--- config.mk ---
export PLATFORM = sky130hd
export DESIGN_NAME = audio_load_detail_governor
export DESIGN_NICKNAME = d
export VERILOG_FILES = /design/src/hw/rtl/aldg_pkg.sv /design/src/hw/rtl/aldg_eval.sv /design/src/hw/rtl/audio_load_detail_governor.sv
export SDC_FILE = /design/constraint.sdc
export NUM_CORES = 2
export LEC_CHECK = 0
export ABC_AREA = 1
export BUFFER_PORTS_ARGS = -buffer_cell sky130_fd_sc_hd__buf_2
export CAP_MARGIN = 20
export CORE_ASPECT_RATIO = 1.75
export CORE_MARGIN = 4
export CORE_UTILIZATION = 57
export CTS_CLUSTER_DIAMETER = 200
export DETAILED_ROUTE_END_ITERATION = 6
export PLACE_DENSITY_LB_ADDON = 0.15
export SYNTH_ARGS = -nofsm -noshare
export SYNTH_HDL_FRONTEND = slang
export SYNTH_SLANG_ARGS = --single-unit
--- constraint.sdc ---
create_clock -name clk -period 5.6 [get_ports clk]
set_clock_uncertainty 0.2 [all_clocks]
set_input_delay 0.56 -clock clk [delete_from_list [all_inputs] [get_ports clk]]
set_output_delay 0.56 -clock clk [all_outputs]
set_load 0.02 [all_outputs]
--- src/hw/rtl/aldg_pkg.sv ---
// ----------------------------------------------------------------------------
// aldg_pkg: shared types and constants of the audio load detail governor
// Level codes, request kinds, register indexes and the beat layouts that
// pass between the top level and the evaluation logic.
// ----------------------------------------------------------------------------
package aldg_pkg;

  // Detail levels
  typedef enum logic [1:0] {
    LVL_LOW  = 2'd0,
    LVL_MED  = 2'd1,
    LVL_HIGH = 2'd2
  } level_t;

  // Request kinds carried in tuser
  localparam logic REQ_UPDATE = 1'b0;
  localparam logic REQ_QUERY  = 1'b1;

  // Configuration register indexes
  localparam int unsigned CFG_IDX_BITS = 3;
  localparam logic [CFG_IDX_BITS-1:0] REG_ENABLE        = 3'd0;
  localparam logic [CFG_IDX_BITS-1:0] REG_THRESHOLD     = 3'd1;
  localparam logic [CFG_IDX_BITS-1:0] REG_WAIT_MS       = 3'd2;
  localparam logic [CFG_IDX_BITS-1:0] REG_BUFFER_SIZE   = 3'd3;
  localparam logic [CFG_IDX_BITS-1:0] REG_MAX_PLAYBACKS = 3'd4;

  // Register limits and reset values
  localparam logic [9:0]  THR_MIN       = 10'd100;
  localparam logic [9:0]  THR_MAX       = 10'd950;
  localparam logic [9:0]  THR_RESET     = 10'd750;
  localparam logic [14:0] WAIT_MIN      = 15'd100;
  localparam logic [14:0] WAIT_MAX      = 15'd20000;
  localparam logic [14:0] WAIT_RESET    = 15'd5000;
  localparam logic [31:0] BUF_RESET     = 32'd16777216;
  localparam logic [41:0] MEM_LIM_RESET = 42'd12582912000;  // 750 * 16 MiB

  // Governor constants: clip distance in millifeet, times in ms
  localparam logic [17:0] CLIP_START   = 18'd250000;
  localparam logic [4:0]  CLIP_RATE    = 5'd25;
  localparam int unsigned CHECK_PERIOD = 250;

  // Field widths
  localparam int unsigned MEM_SCALED_W = 42;
  localparam int unsigned DELTA_W      = 21;
  localparam int unsigned EVT_LIM_W    = 17;

  // Captured input item, with the scaled memory use and clip step worked out
  typedef struct packed {
    logic                    req_type;
    logic [31:0]             now_ms;
    logic [MEM_SCALED_W-1:0] mem_scaled;  // mem_used * 1000
    logic [DELTA_W-1:0]      delta;       // elapsed_ms * 25
    logic [15:0]             events_playing;
    logic                    has_metadata;
    logic                    is_ambient;
    logic                    ignore_lod;
    logic [23:0]             distance;
  } item_t;

  // Result beat
  typedef struct packed {
    logic        update_done;
    logic        level_changed;
    logic        audible;
    logic [17:0] clip_distance;
    level_t      level;
  } result_t;

  // Limits derived from the configuration registers
  typedef struct packed {
    logic                    enable;
    logic [14:0]             wait_ms;
    logic [MEM_SCALED_W-1:0] mem_limit;   // threshold_permille * buffer_size
    logic                    evt_test;    // max_playbacks != 0
    logic [EVT_LIM_W-1:0]    evt_limit;   // floor(3 * max_playbacks / 2)
  } limits_t;

endpackage

--- src/hw/rtl/aldg_eval.sv ---
// ----------------------------------------------------------------------------
// aldg_eval: per-item evaluation of the detail governor
// Works out the overload test, the throttle, the level walk and the query
// answer for one captured item against the current governor state.
// ----------------------------------------------------------------------------
module aldg_eval
  import aldg_pkg::*;
#(
  parameter int unsigned TIME_BITS = 32
) (
  input  item_t                 item,
  input  limits_t               lim,
  input  level_t                level,
  input  logic [17:0]           clip,
  input  logic                  was_over,
  input  logic [TIME_BITS-1:0]  below_since,
  input  logic [TIME_BITS-1:0]  last_check,
  output level_t                level_next,
  output logic [17:0]           clip_next,
  output logic                  was_over_next,
  output logic [TIME_BITS-1:0]  below_since_next,
  output logic [TIME_BITS-1:0]  last_check_next,
  output result_t               result
);

  logic [63:0]          now_wide;
  logic [TIME_BITS-1:0] now_t;
  logic [TIME_BITS-1:0] since_check;
  logic [TIME_BITS-1:0] below_tmp;
  logic [TIME_BITS-1:0] since_below;
  logic                 over;
  logic                 run;
  logic                 quiet;
  logic [DELTA_W-1:0]   clip_wide;
  logic [DELTA_W-1:0]   clip_up;
  logic [17:0]          clip_dn;
  level_t               lvl_eval;
  logic [17:0]          clip_eval;

  // Bring time into the governor's time width
  assign now_wide    = {32'd0, item.now_ms};
  assign now_t       = now_wide[TIME_BITS-1:0];
  assign since_check = now_t - last_check;

  // Evaluate an update only when enabled and the check period has passed
  assign run = (item.req_type == REQ_UPDATE) && lim.enable &&
               (since_check >= TIME_BITS'(CHECK_PERIOD));

  // Overload: memory above threshold or too many events playing
  assign over = (item.mem_scaled > lim.mem_limit) ||
                (lim.evt_test && ({1'b0, item.events_playing} >= lim.evt_limit));

  // Mark the time of leaving overload
  assign below_tmp   = (!over && was_over) ? now_t : below_since;
  assign since_below = now_t - below_tmp;
  assign quiet       = !over && (since_below > TIME_BITS'(lim.wait_ms));

  // Clip ramp in both directions
  assign clip_wide = {3'd0, clip};
  assign clip_up   = clip_wide + item.delta;
  assign clip_dn   = (clip_wide > item.delta) ? 18'(clip_wide - item.delta) : 18'd0;

  // Walk the detail level
  always_comb begin
    lvl_eval  = level;
    clip_eval = clip;
    unique case (level)
      LVL_LOW: begin
        clip_eval = 18'd0;
        if (quiet) begin
          lvl_eval = LVL_MED;
        end
      end
      LVL_MED: begin
        if (over) begin
          clip_eval = clip_dn;
          if (clip_dn == 18'd0) begin
            lvl_eval = LVL_LOW;
          end
        end else if (clip_up >= DELTA_W'(CLIP_START)) begin
          clip_eval = CLIP_START;
          lvl_eval  = LVL_HIGH;
        end else begin
          clip_eval = clip_up[17:0];
        end
      end
      default: begin
        // High, and the unused code that acts as high
        if (over) begin
          clip_eval = CLIP_START;
          lvl_eval  = LVL_MED;
        end
      end
    endcase
  end

  // Commit state only for evaluated updates
  always_comb begin
    level_next       = level;
    clip_next        = clip;
    was_over_next    = was_over;
    below_since_next = below_since;
    last_check_next  = last_check;
    if (run) begin
      level_next       = lvl_eval;
      clip_next        = clip_eval;
      was_over_next    = over;
      below_since_next = below_tmp;
      last_check_next  = now_t;
    end
  end

  // Build the result beat
  always_comb begin
    result.level         = level_next;
    result.clip_distance = clip_next;
    result.update_done   = run;
    result.level_changed = run && (lvl_eval != level);
    result.audible       = 1'b1;
    if ((item.req_type == REQ_QUERY) && lim.enable && item.has_metadata &&
        !item.ignore_lod && ((level == LVL_LOW) || (level == LVL_MED)) &&
        item.is_ambient && ({6'd0, clip} <= item.distance)) begin
      result.audible = 1'b0;
    end
  end

endmodule

--- src/hw/rtl/audio_load_detail_governor.sv ---
// ----------------------------------------------------------------------------
// audio_load_detail_governor: three-level audio detail governor
// Tracks memory and event load, walks the detail level and ambient clip
// distance on update beats and answers audibility queries.
// ----------------------------------------------------------------------------
//  Channel  | Direction | Handshake          | Payload
//  ---------+-----------+--------------------+-------------------------------
//  s_*      | in        | s_tvalid/s_tready  | tuser: req_type; tdata: fields
//  m_*      | out       | m_tvalid/m_tready  | tdata: result fields
//  cfg_*    | in        | cfg_we             | cfg_index, cfg_data
//
//  One beat per cycle sustained while m_tready stays high. The input register
//  captures each taken beat, the level logic works between it and the result
//  register, and the result register offers the result. The governor state
//  updates in the same cycle each result is registered, so back-to-back beats
//  see each other's effects. Reset restores the state and the configuration
//  registers and clears both valid flags. A stall on m_tready holds the result;
//  s_tready drops only while both stages hold and m_tready is low.
// ----------------------------------------------------------------------------
module audio_load_detail_governor
  import aldg_pkg::*;
#(
  parameter int unsigned TIME_BITS = 32
) (
  input  logic                    clk,
  input  logic                    rst,
  // Input stream
  input  logic                    s_tvalid,
  output logic                    s_tready,
  // now_ms[31:0], elapsed_ms[47:32], mem_used[79:48], events_playing[95:80],
  // has_metadata[96], is_ambient[97], ignore_lod[98], distance[122:99]
  input  logic [127:0]            s_tdata,
  // req_type[0]
  input  logic                    s_tuser,
  // Result stream
  output logic                    m_tvalid,
  input  logic                    m_tready,
  // level[1:0], clip_distance[19:2], audible[20], level_changed[21],
  // update_done[22]
  output logic [23:0]             m_tdata,
  // Configuration writes
  input  logic                    cfg_we,
  input  logic [CFG_IDX_BITS-1:0] cfg_index,
  input  logic [31:0]             cfg_data
);

  // Configuration registers
  logic        enable;
  logic [9:0]  threshold;
  logic [14:0] wait_ms;
  logic [31:0] buffer_size;
  logic [15:0] max_playbacks;
  logic [9:0]  thr_sat;
  logic [14:0] wait_sat;

  // Derived limits
  logic [MEM_SCALED_W-1:0] mem_limit;
  logic                    evt_test;
  logic [EVT_LIM_W-1:0]    evt_limit;
  limits_t                 lim;

  // Pipeline
  logic        in_valid;
  item_t       in_item;
  item_t       item_next;
  logic        out_valid;
  result_t     out_result;
  result_t     result;
  logic        out_free;
  logic        advance;
  logic [41:0] mem_ext;

  // Governor state
  level_t               level;
  logic [17:0]          clip;
  logic                 was_over;
  logic [TIME_BITS-1:0] below_since;
  logic [TIME_BITS-1:0] last_check;
  level_t               level_next;
  logic [17:0]          clip_next;
  logic                 was_over_next;
  logic [TIME_BITS-1:0] below_since_next;
  logic [TIME_BITS-1:0] last_check_next;

  // Clamp written values into range
  always_comb begin
    thr_sat = cfg_data[9:0];
    if (cfg_data[9:0] < THR_MIN) begin
      thr_sat = THR_MIN;
    end else if (cfg_data[9:0] > THR_MAX) begin
      thr_sat = THR_MAX;
    end
    wait_sat = cfg_data[14:0];
    if (cfg_data[14:0] < WAIT_MIN) begin
      wait_sat = WAIT_MIN;
    end else if (cfg_data[14:0] > WAIT_MAX) begin
      wait_sat = WAIT_MAX;
    end
  end

  // Hold configuration
  always_ff @(posedge clk) begin
    if (rst) begin
      enable        <= 1'b1;
      threshold     <= THR_RESET;
      wait_ms       <= WAIT_RESET;
      buffer_size   <= BUF_RESET;
      max_playbacks <= 16'd0;
    end else if (cfg_we) begin
      unique case (cfg_index)
        REG_ENABLE:        enable        <= cfg_data[0];
        REG_THRESHOLD:     threshold     <= thr_sat;
        REG_WAIT_MS:       wait_ms       <= wait_sat;
        REG_BUFFER_SIZE:   buffer_size   <= cfg_data;
        REG_MAX_PLAYBACKS: max_playbacks <= cfg_data[15:0];
        default: ;
      endcase
    end
  end

  // Register the derived limits, so they follow the configuration in the next cycle
  always_ff @(posedge clk) begin
    if (rst) begin
      mem_limit <= MEM_LIM_RESET;
      evt_test  <= 1'b0;
      evt_limit <= '0;
    end else begin
      mem_limit <= {32'd0, threshold} * {10'd0, buffer_size};
      evt_test  <= (max_playbacks != 16'd0);
      evt_limit <= EVT_LIM_W'(({2'd0, max_playbacks} * 18'd3) >> 1);
    end
  end

  assign lim = {enable, wait_ms, mem_limit, evt_test, evt_limit};

  // Unpack the beat and scale memory use and clip step
  assign mem_ext = {10'd0, s_tdata[79:48]};
  always_comb begin
    item_next.req_type       = s_tuser;
    item_next.now_ms         = s_tdata[31:0];
    item_next.mem_scaled     = (mem_ext << 10) - (mem_ext << 4) - (mem_ext << 3);
    item_next.delta          = DELTA_W'({5'd0, s_tdata[47:32]} * {16'd0, CLIP_RATE});
    item_next.events_playing = s_tdata[95:80];
    item_next.has_metadata   = s_tdata[96];
    item_next.is_ambient     = s_tdata[97];
    item_next.ignore_lod     = s_tdata[98];
    item_next.distance       = s_tdata[122:99];
  end

  // Flow control
  assign out_free = !out_valid || m_tready;
  assign advance  = in_valid && out_free;
  assign s_tready = !in_valid || out_free;

  // Input register
  always_ff @(posedge clk) begin
    if (rst) begin
      in_valid <= 1'b0;
    end else if (s_tready) begin
      in_valid <= s_tvalid;
    end
    if (s_tready && s_tvalid) begin
      in_item <= item_next;
    end
  end

  aldg_eval #(
    .TIME_BITS (TIME_BITS)
  ) u_eval (
    .item             (in_item),
    .lim              (lim),
    .level            (level),
    .clip             (clip),
    .was_over         (was_over),
    .below_since      (below_since),
    .last_check       (last_check),
    .level_next       (level_next),
    .clip_next        (clip_next),
    .was_over_next    (was_over_next),
    .below_since_next (below_since_next),
    .last_check_next  (last_check_next),
    .result           (result)
  );

  // Advance governor state and the result register together
  always_ff @(posedge clk) begin
    if (rst) begin
      level       <= LVL_HIGH;
      clip        <= 18'd0;
      was_over    <= 1'b0;
      below_since <= '0;
      last_check  <= '0;
      out_valid   <= 1'b0;
    end else begin
      if (advance) begin
        level       <= level_next;
        clip        <= clip_next;
        was_over    <= was_over_next;
        below_since <= below_since_next;
        last_check  <= last_check_next;
      end
      if (out_free) begin
        out_valid <= in_valid;
      end
    end
    if (advance) begin
      out_result <= result;
    end
  end

  // Drive the result stream
  assign m_tvalid = out_valid;
  assign m_tdata  = {1'b0, out_result};

endmodule
==> reports/metrics.csv <==
stage,metric,value,unit
global_routing,largest net degree at the start of global routing,96,
drt,final WL,97600,µm
sta,Max Clk Rate,0.169,GHz
worst_setup_path,CP most frequent cell,nand2_2,
drt,drt first pass iters,6,
cts,CTS H-tree lvls,2,
worst_hold_path,worst hold path startpoint,cfg_data[29],
worst_setup_path,Worst setup SP type,flop,
sta,Slew headroom,34.3,%
floorplan,site row count,120,
yosys,Yosys warnings,0,
power_and_ir_drop,maximum vdd drop,252,µV
worst_hold_path,Hold Path End,buffer_size[29],
sta,RSZ-0062 raised after global routing,true,
drt,average routed wire per standard cell,17.1,µm
cells_and_area,fin cells,5711,
floorplan,die area,0.0661,mm²
yosys,synthesized flop and latch total,380,
power_and_ir_drop,PwrDens,251,mW/mm²
worst_setup_path,reg2reg setup slack,-0.31,ns
worst_setup_path,Reg-to-Reg End,m_tdata[0],
floorplan,core area,0.0613,mm²
cts,Root Driver,clkbuf_16,
run_status,outcome,"finished, violations left",
drt,routed vias,31000,
global_routing,GRT busiest layer,met2,
sta,Tcrit/Tclk final,105,%
power_and_ir_drop,"Power, Total",10500,µW
floorplan,Initial Util,57.6,%
cts,clock transition at the registers of the reported paths,0.07,ns
drt,initial DRC count,1505,
yosys,sequential area share after synthesis,26.1,%
worst_setup_path,CP max stage cell,dfxtp_1,
yosys,Mapped Cells,4459,
sta,slew at the pin with the worst max-slew slack,0.983,ns
sta,post-layout min period,5.91,ns
global_routing,total congestion overflow,0,
yosys,dominant cell type by area after synthesis,fa_1,
place,dpl cells,5489,
floorplan,Die X,196,µm
cells_and_area,FILL cells,5115,
cells_and_area,P&R area growth vs syn,19.1,%
cells_and_area,final core utilization,68.5,%
run_status,failing checks,setup timing,
worst_hold_path,Hold WC Path Type,input pin to flop,
yosys,share of the synthesized area in the top cell type,15.8,%
global_routing,initial antenna violation count,6,
cts,CTS tree,yes,
global_routing,GR Layer Usage met2,58.0,%
yosys,dominant cells by area after synthesis,"fa_1 (16%), ha_1 (14%), edfxtp_1 (14%), dfxtp_1 (13%), nand2_1 (9.4%)",
power_and_ir_drop,P_leak,0.0214,µW
run,Max Cap Viol,0,
place,DP Area,0.0383,mm²
cts,CTS sink count,380,
global_routing,first-pass GRT wire length,158000,µm
cts,Bufs on Longest Clock Path,3,
cts,worst skew pair latency,0.59,ns
global_routing,grt met1 use,29.9,%
cells_and_area,"Design Area, Final",0.0420,mm²
global_routing,vias in the first global route,32500,
sta,WHS,0.0248,ns
cells_and_area,layout cells sized above 1,15.2,%
floorplan,I/O pin total,195,
worst_setup_path,cells on worst reg2reg path,38,
yosys,Post-synth EDFFs,159,
yosys,Netlist cell types,66,
worst_setup_path,"Arr. time, crit path",6.06,ns
place,dpl hpwl,76700,µm
global_routing,GRT Util Overall,29.6,%
sta,"Slew Viols, Final",0,
place,routability congestion estimate,0.969,
yosys,Netlist Area Pre-Place,0.0353,mm²
floorplan,Die H,337,µm
sta,final hold violations,0,
worst_setup_path,critical path capture point type,flop,
worst_setup_path,Worst path max stage delay,0.38,ns
worst_setup_path,Worst EP required,5.75,ns
place,Buffers on Ports,188,
drt,Routed Antenna Nets,0,
cells_and_area,nets,5705,
yosys,Syn Nets,5289,
cells_and_area,"leading cell type in the layout, fill and taps excluded",nand2_1,
worst_setup_path,crit-path max FO,5,
sta,PnR worst setup slack,-0.306,ns
yosys,post-synthesis async set-or-reset flop share,0,%
sta,final setup fails,5,
yosys,Avg Inst Size Synth,7.91,µm²
worst_hold_path,worst hold stages,3,
cells_and_area,most frequent cells in the layout,"nand2_1 (846), inv_1 (837), a21oi_1 (373)",
drt,# DRC,0,
worst_setup_path,WS Path Type,flop to flop,
drt,routed vias/inst,5.43,
worst_setup_path,reg2reg start,mem_limit[32],
yosys,top_reg_cell synth,dfxtp_1,
global_routing,met3 Track Usage GR,3.27,%
cts,number of buffers created by CTS,40,
Yosys cell counts, types with 7 or more instances:
library cell and count:
o21ai_2 7, a31oi_1 18, a21oi_2 21, o21ai_0 300, o21ai_1 15, inv_2 9
o211ai_1 12, nor2_1 247, buf_2 15, xnor2_1 38, nand3_1 125, clkbuf_1 125
nand2_1 880, or2_2 7, o21a_1 31, fa_1 279, ha_1 382, dfxtp_1 221
o221ai_1 8, o21bai_1 19, nor3_1 34, a21o_1 18, edfxtp_1 159, nor4_1 9
xor2_1 83, nand3b_1 7, a211oi_1 12, inv_1 851, o31ai_1 12, nand4_1 42
nand2_2 7, a21oi_1 396
flip-flops by register name (all words and copies together) (netlist names):
name / count
was_over: 1
in_item: 136
buffer_size: 32
mem_limit: 42
threshold: 10
level: 2
in_valid: 1
clip: 18
max_playbacks: 16
wait_ms: 15
evt_test: 1
evt_limit: 17
below_since: 32
m_tvalid: 1
m_tdata: 23
last_check: 32
enable: 1
worst max-delay path: cells and delay by family, from the launching register on:
kind / cells / cell delay (ns)
buffers and inverters: 5 / 0.55
adder cells (fa/ha/maj): 3 / 0.81
AND/OR/NAND/NOR: 18 / 2.05
flip-flops: 1 / 0.38
XOR/XNOR: 1 / 0.18
AO/OA/AOI/OAI: 11 / 1.48
repair_timing:
| item | in CTS | in global routing |
|---|---|---|
| pin swaps | 66 | 108 |
| endpoints found under the hold margin | 92 | 0 |
| setup buffers | 30 | 16 |
| gates resized for setup | 108 | 139 |
| setup endpoints to repair | 21 | 20 |
| hold buffers | 92 | 0 |
| cloned | 2 | 1 |
logic make-up (layout without fill, tap and decap cells):
logic type | Yosys count | in the layout | synth area share [%]
and+or+nand+nor | 1378 | 1379 | 16.0
buffers and inverters | 1017 | 1464 | 11.0
AOI/OAI and AO/OA | 899 | 899 | 14.4
adders and majority gates | 661 | 661 | 29.4
DFF | 380 | 380 | 26.1
xor gates and xnor gates | 121 | 121 | 3.01
muxes | 2 | 2 | 0.0568
other | 1 | 12 | 0.0106
metal layers:
metal	up-vias	part of all wire (%)	routed length, µm
li1	15100	-	-
met1	14700	34	33700
met2	785	55	53400
met3	355	4.0	3920
met4	2	6.7	6570
met5	-	0.015	15
report_power, final:
| part | switching, µW | internal [µW] | total [µW] |
|---|---|---|---|
| Combinational | 2550 | 1730 | 4280 |
| Clock | 1230 | 1630 | 2870 |
| Sequential | 175 | 3230 | 3400 |
through the flow:
step | TNS, ns | setup slack (ns)
floorplan | 0 | 0.00237
global placement | -6.25 | -0.873
detailed placement | -7.33 | -0.973
CTS | -0.713 | -0.246
global route | -3.32 | -0.580
finish | -0.990 | -0.306
worst max path at each step:
stage / start / slack [ns] / end / cells after the start
3_5_place_dp: in_item[89] / -0.97 / m_tdata[0] / 40
4_1_cts: in_item[89] / -0.25 / m_tdata[0] / 40
3_3_place_gp: in_item[103] / -0.87 / m_tdata[0] / 39
2_1_floorplan: buffer_size[1] / 0.002 / mem_limit[40] / 27
5_1_grt: in_item[105] / -0.58 / m_tdata[0] / 38
6_report: mem_limit[32] / -0.31 / m_tdata[0] / 38
layout make-up:
cell class                      instances  area, µm²  area share (%)
Timing Repair Buffer                  524       4030            9.60
Tap cell                              793        992            2.36
Clock inverter                         21        223           0.530
Multi-Input combinational cell       3063      23100            54.9
Clock buffer                           53       1170            2.78
Sequential cell                       380       9230            22.0
Antenna cell                           11       27.5          0.0656
Inverter                              866       3260            7.77
(Power assumes the default switching activity.)
